===== src/hw/rtl/fsa_pkg.sv =====
// Shared types, widths and constants of the five-point stencil block.
// Used by every module of the block but fsa_ram; depends on nothing.

package fsa_pkg;

  // Grid and sample geometry.
  localparam int unsigned MAX_LOG2    = 8;
  localparam int unsigned SAMPLE_BITS = 16;
  localparam int unsigned GRID_MAX    = (1 << MAX_LOG2) + 2;
  localparam int unsigned POS_BITS    = $clog2(GRID_MAX);
  localparam int unsigned CFG_BITS    = 4;

  // Five samples summed, plus the rounding term, never overflow this width.
  localparam int unsigned SUM_BITS    = SAMPLE_BITS + 3;

  // Reciprocal of five: floor(x * RECIP5 / 2^RECIP_SHIFT) == x / 5 for x < 2^SUM_BITS.
  localparam int unsigned RECIP_SHIFT = SUM_BITS + 2;
  localparam logic [RECIP_SHIFT-1:0] RECIP5 =
    RECIP_SHIFT'(((64'd1 << RECIP_SHIFT) + 64'd4) / 64'd5);
  localparam int unsigned PROD_BITS   = SUM_BITS + RECIP_SHIFT;

  // Line buffer word: the row before last and the previous row at one column.
  localparam int unsigned LINE_BITS   = 2 * SAMPLE_BITS;

  // Queue between the front and the back part.
  localparam int unsigned QPTR_BITS   = 2;
  localparam int unsigned QUEUE_DEPTH = 1 << QPTR_BITS;
  localparam int unsigned QCNT_BITS   = QPTR_BITS + 1;

  typedef struct packed {
    logic [SAMPLE_BITS-1:0] prev2;
    logic [SAMPLE_BITS-1:0] prev;
  } line_word_t;

  // One classified input beat, with everything the back part needs.
  typedef struct packed {
    logic [SUM_BITS-1:0]    sum;
    logic [SAMPLE_BITS-1:0] center;
    logic [SAMPLE_BITS-1:0] sample;
    logic [POS_BITS-1:0]    row;
    logic [POS_BITS-1:0]    col;
    logic                   emit_prev;
    logic                   prev_border;
    logic                   emit_self;
    logic                   self_done;
  } item_t;

  // One result beat.
  typedef struct packed {
    logic [SAMPLE_BITS-1:0] temp;
    logic [POS_BITS-1:0]    row;
    logic [POS_BITS-1:0]    col;
    logic                   border;
    logic                   last;
    logic                   done;
  } result_t;

endpackage


===== src/hw/rtl/fsa_queue.sv =====
// Short queue of classified beats between the front and the back part.
// Uses fsa_pkg.

module fsa_queue (
  input  logic                          clk_i,
  input  logic                          rst_ni,
  input  logic                          push_i,
  input  fsa_pkg::item_t                item_i,
  input  logic                          pop_i,
  output logic                          head_valid_o,
  output fsa_pkg::item_t                head_o,
  output logic [fsa_pkg::QCNT_BITS-1:0] count_o
);

  fsa_pkg::item_t                 slots_q [fsa_pkg::QUEUE_DEPTH];
  logic [fsa_pkg::QPTR_BITS-1:0]  wr_ptr_q, rd_ptr_q;
  logic [fsa_pkg::QCNT_BITS-1:0]  count_q;

  // Storage.
  always_ff @(posedge clk_i) begin
    if (push_i) begin
      slots_q[wr_ptr_q] <= item_i;
    end
  end

  // Pointers and fill count.
  always_ff @(posedge clk_i or negedge rst_ni) begin
    if (!rst_ni) begin
      wr_ptr_q <= '0;
      rd_ptr_q <= '0;
      count_q  <= '0;
    end else begin
      if (push_i) begin
        wr_ptr_q <= wr_ptr_q + fsa_pkg::QPTR_BITS'(1);
      end
      if (pop_i) begin
        rd_ptr_q <= rd_ptr_q + fsa_pkg::QPTR_BITS'(1);
      end
      if (push_i && !pop_i) begin
        count_q <= count_q + fsa_pkg::QCNT_BITS'(1);
      end else if (pop_i && !push_i) begin
        count_q <= count_q - fsa_pkg::QCNT_BITS'(1);
      end
    end
  end

  assign head_valid_o = (count_q != '0);
  assign head_o       = slots_q[rd_ptr_q];
  assign count_o      = count_q;

  a_no_overflow: assert property (@(posedge clk_i) disable iff (!rst_ni)
    !(push_i && (count_q == fsa_pkg::QCNT_BITS'(fsa_pkg::QUEUE_DEPTH))))
    else $error("push into a full queue");

  a_no_underflow: assert property (@(posedge clk_i) disable iff (!rst_ni)
    !(pop_i && (count_q == '0)))
    else $error("pop from an empty queue");

endmodule


===== config.mk =====
export PLATFORM = sky130hd
export DESIGN_NAME = fsa_queue
export DESIGN_NICKNAME = d
export VERILOG_FILES = /design/src/hw/rtl/fsa_pkg.sv /design/src/hw/rtl/fsa_queue.sv
export SDC_FILE = /design/constraint.sdc
export NUM_CORES = 1
export LEC_CHECK = 0
export ABC_CLOCK_PERIOD_IN_PS = 4600
export BUFFER_PORTS_ARGS = -buffer_cell sky130_fd_sc_hd__buf_2
export CAP_MARGIN = 20
export CORE_UTILIZATION = 60
export CTS_CLUSTER_DIAMETER = 40
export CTS_CLUSTER_SIZE = 20
export DETAILED_ROUTE_END_ITERATION = 8
export PLACE_DENSITY = 0.8
export SLEW_MARGIN = 25
export SYNTH_ARGS = -nofsm -noshare
export SYNTH_HDL_FRONTEND = slang
export SYNTH_SLANG_ARGS = --single-unit

===== constraint.sdc =====
create_clock -name clk_i -period 4.6 [get_ports clk_i]
set_input_delay 0.69 -clock clk_i [delete_from_list [all_inputs] [get_ports clk_i]]
set_output_delay 0.69 -clock clk_i [all_outputs]
set_load 0.005 [all_outputs]

==> flow_summary.json <==
{
  "final_cell_mix": "edfxtp_1 (292), buf_2 (153), mux4_2 (73), clkbuf_16 (31), inv_6 (8)",
  "cts.path.max_buffers": 3,
  "end_kind": "output pin",
  "grt_pass1_vias": 5192,
  "critPathMaxFanout": 33,
  "final_antenna_net_count": 0,
  "core_area_um2": 17500,
  "critPathRequiredTime_ns": 3.91,
  "p_int_mw": 5.93,
  "pwr-share-comb_pct": 24.7,
  "seqPwrFrac_pct": 46.6,
  "finalNetCount": 676,
  "synth_top_area_cell": "edfxtp_1",
  "n_antenna_cell": 0,
  "root_buffer": "clkbuf_16",
  "dp_hpwl_um": 10900,
  "worstSkewPairLatency_ns": 0.55,
  "rows": 48,
  "yosysUniqueCellTypes": 18,
  "p_sw_mw": 2.30,
  "setup_viol": 0,
  "via_per_inst": 5.77,
  "hold_violations": 0,
  "start_kind": "flop",
  "crit_chain": "buf_4 -> mux4_2 -> buf_2",
  "netlist_top_cells_area": "edfxtp_1 (80%), mux4_2 (15%), dfrtp_1 (1.6%)",
  "grt.overflow.total": 0,
  "gp_congestion": 0.722,
  "final.setup.worst_slack_ns": 1.37,
  "numClockSinks": 299,
  "cts_buffers": 31,
  "hold_slack_ns": 0.355,
  "numPortBuffers": 153,
  "path_buf_inv": 2,
  "cp_top_family": "flip-flops",
  "synth_fp_nets": 497,
  "cts_resized": 0,
  "drt_iter0_drc": 304,
  "crit_path_top_delay_cell": "dfrtp_4",
  "die_w_um": 137,
  "path_class": "reg2out",
  "die_area_um2": 18700,
  "cts_tree": "done",
  "rsz0062_at_grt": "no",
  "die_y_um": 137,
  "synth_seq_cells": 299,
  "drc_errors": 0,
  "post_cts_buffers": 0,
  "final_common_cell": "edfxtp_1",
  "clkPwrFrac_pct": 28.6,
  "powerDensity_nw_per_um2": 633,
  "wirelength_um": 18600,
  "timing.setup.tns_ns": 0,
  "place_ws_ns": 1.86,
  "ctsHtreeMaxLevel": 1,
  "grt_pass1_wl_um": 28500,
  "drive_gt1_share_pct": 48.1,
  "yosysWarnings": 0,
  "p_leak_nw": 4.48,
  "final_max_slew_viol_count": 0,
  "synth.avg_cell_area_um2": 26.4,
  "synth_top_area_share_pct": 80.3,
  "vdd_drop_max_uv": 452,
  "grt_max_degree": 75,
  "wire_per_inst_um": 22.1,
  "power_mw": 8.23,
  "area_growth_pct": 19.0,
  "post-route-min-period_ns": 3.23,
  "worstPathArrival_ns": 2.54,
  "synthCells": 414,
  "antenna_found_initial": 2,
  "hold_class": "in2reg",
  "dr.pass1.iters": 6,
  "initial_core_util_pct": 62.3,
  "status": "completed",
  "slowest_delay_ns": 0.86,
  "ios": 154,
  "cap_violations": 0,
  "final_cells": 842,
  "syn_area_um2": 10900,
  "dp.cells": 783,
  "yosysSeqAreaShare_pct": 81.9,
  "swShare_pct": 27.9,
  "fmax_mhz": 310,
  "clk_pin_slew_worst_paths_ns": 0.07,
  "skew_ns": 0.0124,
  "worstMarginPinSlew_ns": 0.654,
  "grt_util_all_layers_pct": 20.8,
  "dr_total_vias": 4858,
  "relSlewSlack_pct": 56.4,
  "finalCritPeriodShare_pct": 70.2
}
cell type report:
cell class | instances | area [um2]
clock buffers | 32 | 779
clock inverters | 25 | 213
fillers | 997 | 4540
inverters | 4 | 15.0
multi-input cells | 95 | 1850
flip-flops and latches | 299 | 8950
well taps | 225 | 282
repair buffers | 162 | 906
logic make-up (layout without fill, tap and decap cells):
kind of cell	count (synthesis)	in the layout	synth area share, %
flip-flops	299	299	81.9
multiplexers	74	74	15.2
buffers and inverters	20	223	1.25
AND/OR/NAND/NOR	8	8	0.390
adder cells (fa/ha/maj)	6	6	0.756
XOR/XNOR	6	6	0.481
AO/OA/AOI/OAI	1	1	0.0458
Yosys cell counts, drive strengths merged:
| library cell | number |
|---|---|
| and2 | 4 |
| buf | 15 |
| clkbuf | 1 |
| dfrtp | 7 |
| edfxtp | 292 |
| fa | 1 |
| ha | 5 |
| inv | 4 |
| mux2 | 1 |
| mux4 | 73 |
| nand2 | 2 |
| nor2 | 1 |
| o21ai | 1 |
| or3 | 1 |
| xnor2 | 2 |
| xor2 | 4 |
state kept, by name (all words and copies together) (netlist names):
name,cells
slots_q,292
count_o,3
wr_ptr_q,2
rd_ptr_q,2
per-stage QoR:
| step | utilization [%] | cell area [um2] |
|---|---|---|
| after floorplan | - | 10900 |
| after global placement | 67.8 | 11900 |
| after detailed placement | 68.2 | 12000 |
| after CTS | 73.9 | 13000 |
| after global routing | 74.1 | 13000 |
| final | 74.1 | 13000 |
routing by layer:
layer | track usage, % | share of wire, %
met3 | 5.00 | 8.1
met2 | 34.3 | 51
met4 | 5.98 | 1.9
met1 | 28.1 | 39
met5 | 0 | 0
power groups by stage:
stage / logic [mW] / clock network (mW) / registers [mW]
3_3_place_gp: 1.90 / 0 / 3.96
6_report: 2.03 / 2.36 / 3.84
4_1_cts: 1.99 / 2.39 / 3.93
3_5_place_dp: 1.98 / 0 / 3.98
5_1_grt: 2.23 / 2.49 / 3.90
2_1_floorplan: 1.40 / 0 / 3.73
path summary, 6_finish.rpt:
| path | from | end | slack, ns | depth (start not counted) |
|---|---|---|---|---|
| setup / recovery | rd_ptr_q[0]$_DFFE_PN0P_ | head_o[40] | 1.37 | 3 |
| hold / removal | item_i[26] | slots_q[1][26]$_DFFE_PP_ | 0.36 | 1 |
| setup reg to reg | wr_ptr_q[0]$_DFFE_PN0P_ | slots_q[2][10]$_DFFE_PP_ | 2.72 | 4 |
| hold reg to reg | count_o[2]$_DFFE_PN0P_ | count_o[2]$_DFFE_PN0P_ | 0.52 | 1 |
| max in group asynchronous | rst_ni | rd_ptr_q[0]$_DFFE_PN0P_ | 3.88 | 2 |
| min in group asynchronous | rst_ni | count_o[2]$_DFFE_PN0P_ | 0.54 | 2 |
repair_timing:
item | 4_1_cts | 5_1_grt
hold endpoints to repair | 7 | 0
hold buffers | 1 | 0
setup endpoints to repair | 0 | 0
Note: power is estimated with default switching activity, not from simulation.
