==> src/hw/rtl/fsa_pkg.sv <==
// Shared types, widths and constants of the five-point stencil block.
// Used by every module of the block but fsa_ram; depends on nothing.

package fsa_pkg;

  // Grid and sample geometry.
  localparam int unsigned MAX_LOG2    = 8;
  localparam int unsigned SAMPLE_BITS = 16;
  localparam int unsigned GRID_MAX    = (1 << MAX_LOG2) + 2;
  localparam int unsigned POS_BITS    = $clog2(GRID_MAX);
  localparam int unsigned CFG_BITS    = 4;

  // Five samples summed, plus the rounding term, never overflow this width.
  localparam int unsigned SUM_BITS    = SAMPLE_BITS + 3;

  // Reciprocal of five: floor(x * RECIP5 / 2^RECIP_SHIFT) == x / 5 for x < 2^SUM_BITS.
  localparam int unsigned RECIP_SHIFT = SUM_BITS + 2;
  localparam logic [RECIP_SHIFT-1:0] RECIP5 =
    RECIP_SHIFT'(((64'd1 << RECIP_SHIFT) + 64'd4) / 64'd5);
  localparam int unsigned PROD_BITS   = SUM_BITS + RECIP_SHIFT;

  // Line buffer word: the row before last and the previous row at one column.
  localparam int unsigned LINE_BITS   = 2 * SAMPLE_BITS;

  // Queue between the front and the back part.
  localparam int unsigned QPTR_BITS   = 2;
  localparam int unsigned QUEUE_DEPTH = 1 << QPTR_BITS;
  localparam int unsigned QCNT_BITS   = QPTR_BITS + 1;

  typedef struct packed {
    logic [SAMPLE_BITS-1:0] prev2;
    logic [SAMPLE_BITS-1:0] prev;
  } line_word_t;

  // One classified input beat, with everything the back part needs.
  typedef struct packed {
    logic [SUM_BITS-1:0]    sum;
    logic [SAMPLE_BITS-1:0] center;
    logic [SAMPLE_BITS-1:0] sample;
    logic [POS_BITS-1:0]    row;
    logic [POS_BITS-1:0]    col;
    logic                   emit_prev;
    logic                   prev_border;
    logic                   emit_self;
    logic                   self_done;
  } item_t;

  // One result beat.
  typedef struct packed {
    logic [SAMPLE_BITS-1:0] temp;
    logic [POS_BITS-1:0]    row;
    logic [POS_BITS-1:0]    col;
    logic                   border;
    logic                   last;
    logic                   done;
  } result_t;

endpackage

==> src/hw/rtl/fsa_back.sv <==
// Back part: the divide by five, expansion of a beat into one or two results,
// and the output register. Uses fsa_pkg.

module fsa_back (
  input  logic             clk_i,
  input  logic             rst_ni,
  input  logic             head_valid_i,
  input  fsa_pkg::item_t   head_i,
  output logic             head_pop_o,
  input  logic             pop_i,
  output logic             empty_o,
  output fsa_pkg::result_t result_o
);

  logic                            out_valid_q, out_valid_d;
  logic                            phase_q, phase_d;
  fsa_pkg::result_t                result_q;
  fsa_pkg::result_t                prev_res, self_res, sel_res;
  logic                            can_load, take, first;
  logic [fsa_pkg::SUM_BITS-1:0]    rounded;
  logic [fsa_pkg::PROD_BITS-1:0]   prod;
  logic [fsa_pkg::SAMPLE_BITS-1:0] mean;

  // Rounded mean: (sum + 2) / 5 by the reciprocal multiply.
  always_comb begin
    rounded = head_i.sum + fsa_pkg::SUM_BITS'(2);
    prod    = fsa_pkg::PROD_BITS'(rounded) * fsa_pkg::PROD_BITS'(fsa_pkg::RECIP5);
    mean    = prod[fsa_pkg::RECIP_SHIFT +: fsa_pkg::SAMPLE_BITS];
  end

  // The two results a beat can cause: the point one row up, and itself.
  always_comb begin
    prev_res.temp   = head_i.prev_border ? head_i.center : mean;
    prev_res.row    = head_i.row - fsa_pkg::POS_BITS'(1);
    prev_res.col    = head_i.col;
    prev_res.border = head_i.prev_border;
    prev_res.last   = !head_i.emit_self;
    prev_res.done   = 1'b0;

    self_res.temp   = head_i.sample;
    self_res.row    = head_i.row;
    self_res.col    = head_i.col;
    self_res.border = 1'b1;
    self_res.last   = 1'b1;
    self_res.done   = head_i.self_done;
  end

  // Load the output register whenever it is free or being taken.
  always_comb begin
    can_load    = !out_valid_q || pop_i;
    take        = can_load && head_valid_i;
    first       = !phase_q && head_i.emit_prev;
    sel_res     = first ? prev_res : self_res;
    head_pop_o  = take && !(first && head_i.emit_self);
    out_valid_d = can_load ? head_valid_i : out_valid_q;
    phase_d     = take ? (first && head_i.emit_self) : phase_q;
  end

  always_ff @(posedge clk_i or negedge rst_ni) begin
    if (!rst_ni) begin
      out_valid_q <= 1'b0;
      phase_q     <= 1'b0;
    end else begin
      out_valid_q <= out_valid_d;
      phase_q     <= phase_d;
    end
  end

  always_ff @(posedge clk_i) begin
    if (take) begin
      result_q <= sel_res;
    end
  end

  assign empty_o  = !out_valid_q;
  assign result_o = result_q;

  // The second result of a beat is only pending behind a shown first one.
  a_phase_needs_output: assert property (@(posedge clk_i) disable iff (!rst_ni)
    phase_q |-> (out_valid_q && head_valid_i))
    else $error("second result pending without a shown first result");

endmodule
==> config.mk <==
export PLATFORM = sky130hd
export DESIGN_NAME = fsa_back
export DESIGN_NICKNAME = d
export VERILOG_FILES = /design/src/hw/rtl/fsa_pkg.sv /design/src/hw/rtl/fsa_back.sv
export SDC_FILE = /design/constraint.sdc
export NUM_CORES = 1
export LEC_CHECK = 0
export ABC_AREA = 1
export BUFFER_PORTS_ARGS = -buffer_cell sky130_fd_sc_hd__buf_4
export CORE_MARGIN = 4
export CORE_UTILIZATION = 40
export DETAILED_ROUTE_END_ITERATION = 7
export SETUP_SLACK_MARGIN = 0.3
export SLEW_MARGIN = 20
export SYNTH_ARGS = -nofsm -noshare
export SYNTH_HDL_FRONTEND = slang
export SYNTH_SLANG_ARGS = --single-unit
==> constraint.sdc <==
create_clock -name clk_i -period 5 [get_ports clk_i]
set_input_delay 1 -clock clk_i [delete_from_list [all_inputs] [get_ports clk_i]]
set_output_delay 1 -clock clk_i [all_outputs]
set_load 0.01 [all_outputs]
==> results.cfg <==
[outcome]
outcome = finished, violations left
violations = setup timing

[grt]
grt_antenna_before_repair = 0
grt.total_usage = 0.216
first_global_vias = 8983
grt.overflow.total = 0
wire_length_of_the_first_global_routing_pass_microns = 45200
grt_max_degree = 33

[timing]
hold_violations = 0
finalMaxSlewViolations = 0
clock.fmax_ghz = 0.156
final_min_period_over_clock_period = 1.28
grt_setup_unrepaired = yes
timing_worst_slew_pin_value_ps = 895
final.min_clock_period_ps = 6420
max-slew-margin-rel = 0.403
timing.final.ws_setup_ps = -1420
clock-skew-final_ps = 6.17
setup_violation_total_in_the_final_timing_report = 16

[clock_network]
cts_buffers = 5
cts-htree-levels = 2
clock_path_buffers = 2
cts.sink_count = 39
clock_latency_ps = 280
clk_transition_reported_paths_ps = 60
cts_root_buf = sky130_fd_sc_hd__clkbuf_16
tritoncts_clock_tree = built

[critical_path]
start_kind = input pin
critical-path-max-stage-delay_ps = 530
critical_path_peak_fanout = 3
timing.critical_path.mode_cell = sky130_fd_sc_hd__inv_2
data_arrival_time_at_the_worst_slack_endpoint_ps = 6450
cp_data_required_time_ps = 5040
crit_type = in2reg
end_kind = register
crit_slowest_cell = sky130_fd_sc_hd__fa_1

[layout]
most-common-layout-cells = sky130_fd_sc_hd__buf_4, sky130_fd_sc_hd__inv_1, sky130_fd_sc_hd__nand2_1
num_antenna_cells = 0
layout_commonest_cell = sky130_fd_sc_hd__buf_4
areaGrowthSynthToFinish_pct = 49.4
finalNetCount = 1830
finalCoreUtilization = 0.612
drive_gt1_frac = 0.401

[worst_hold_path]
min-delay-path-class = in2async

[floorplan]
design.die.area_sq_mm = 0.0259
rows = 55
initial_utilization = 0.410
die_ht_microns = 161
die_w_microns = 161
floorplan.core_area_sq_mm = 0.0228
design.portCount = 116

[detailed_routing]
via_count = 8473
final_antenna_net_count = 0
vias_per_cell = 4.73
drt_pass1_iterations = 4
wl_per_cell_microns = 15.7
drt_iter0_markers = 373
drcViolationCount = 0
totalWireLength_microns = 28100

[logic_synthesis]
synth_area_sq_mm = 0.00934
synth.yosys.seq_area_share = 0.124
synth_adder_area_share = 0.461
async_flop_share = 0.0513
synth_nets = 1484
synth_top_family_by_area = adder cells
synth.yosys.warnings = 0
syn_area_per_cell_sq_um = 8.25
synth_compound_gate_area_share = 0.0649
yosys-mux-area-fraction = 0
synthXorXnorAreaFrac = 0.0693
yosys.area_share.simple = 0.169
syn-instance-count = 1132
yosys_most_used_dff = sky130_fd_sc_hd__edfxtp_1
synth_edf_count = 37
yosys_register_bits = 39
synth.distinct_cells = 44

[place]
globalplace.congestion = 0.973
port_buffers = 115
hpwlAfterDp_microns = 24000

[job]
max_cap_violations = 0
[what timing repair did]
| action | in CTS | in global routing |
|---|---|---|
| buffers inserted | 15 | 7 |
| hold buffers | 0 | 0 |
| endpoints found under the setup margin | 16 | 16 |
| pin swaps | 136 | 80 |
| cloned | 0 | 0 |
| gates resized for setup | 177 | 74 |
[cell usage after synthesis, types with 4 or more instances]
cell,number,share of area
sky130_fd_sc_hd__fa_1,115,0.25
sky130_fd_sc_hd__a21o_1,7,0.0056
sky130_fd_sc_hd__edfxtp_1,37,0.12
sky130_fd_sc_hd__nand3_1,43,0.023
sky130_fd_sc_hd__ha_1,160,0.21
sky130_fd_sc_hd__nand2_1,183,0.074
sky130_fd_sc_hd__xnor2_1,17,0.016
sky130_fd_sc_hd__o21bai_1,9,0.0072
sky130_fd_sc_hd__a21oi_1,46,0.025
sky130_fd_sc_hd__nand4_1,7,0.0047
sky130_fd_sc_hd__o21ai_0,32,0.017
sky130_fd_sc_hd__xor2_1,50,0.047
sky130_fd_sc_hd__nor2_1,89,0.036
sky130_fd_sc_hd__inv_1,269,0.11
sky130_fd_sc_hd__clkbuf_1,5,0.0020
sky130_fd_sc_hd__nor3_1,17,0.0091
sky130_fd_sc_hd__and2_1,4,0.0027
[cell families after synthesis]
| group | count (synthesis) |
|---|---|
| AO/OA/AOI/OAI | 107 |
| XOR/XNOR | 70 |
| AND/OR/NAND/NOR | 363 |
| flip-flops | 39 |
| adder cells (fa/ha/maj) | 275 |
| buffers and inverters | 278 |
[critical path: cells and delay by family]
family	cells	cell delay [ps]
compound gates	3	400
simple gates	12	1160
xor+xnor	2	330
fa+ha+maj	7	2840
buf+inv	9	700
[final cells by class]
class | instances | area (sq um)
multi-input combinational | 815 | 8540
clock inverter | 3 | 43.8
fill | 1963 | 8830
sequential | 39 | 1160
clock buffer | 5 | 125
timing repair buffer | 347 | 2670
inverter | 270 | 1020
tap | 313 | 392
[layer usage]
| layer | global-route usage | up-vias | share of wire |
|---|---|---|---|
| met5 | 0 | - | 0 |
| met4 | 0.0582 | 0 | 0.028 |
| met3 | 0.0169 | 48 | 0.044 |
| met1 | 0.285 | 4028 | 0.43 |
| li1 | - | 4217 | - |
| met2 | 0.383 | 180 | 0.49 |
[registers in the layout (all words and copies together) (netlist names)]
| signal | count |
|---|---|
| out_valid_q | 1 |
| phase_q | 1 |
| result_o | 37 |
[metrics by stage]
step / cells / TNS [ps] / hold slack [ps] / area [sq um] / worst slack, ps
after floorplan: 1132 / -22860 / 481 / 9690 / -1550
after global placement: 1762 / -29760 / 504 / 12500 / -2010
after detailed placement: 1762 / -30970 / 533 / 12500 / -2090
after CTS: 1785 / -20900 / 483 / 13600 / -1350
after global routing: 1792 / -25420 / 482 / 14000 / -1650
final: 1792 / -21480 / 487 / 14000 / -1420
[path summary, 6_finish.rpt]
path | startpoint | end | slack [ps] | cells after the start
worst max register to register | phase_q | result_o[20] | 3040 | 9
max in group asynchronous | rst_ni | phase_q | 4430 | 1
min in group clk_i | phase_q | phase_q | 540 | 2
worst min-delay path | rst_ni | out_valid_q | 490 | 1
worst min register to register | phase_q | phase_q | 540 | 2
worst max-delay path | head_i[57] | result_o[35] | -1420 | 33
Power is not shown: default switching activity piles up to over one toggle a cycle in this logic, so the estimate is an artifact.
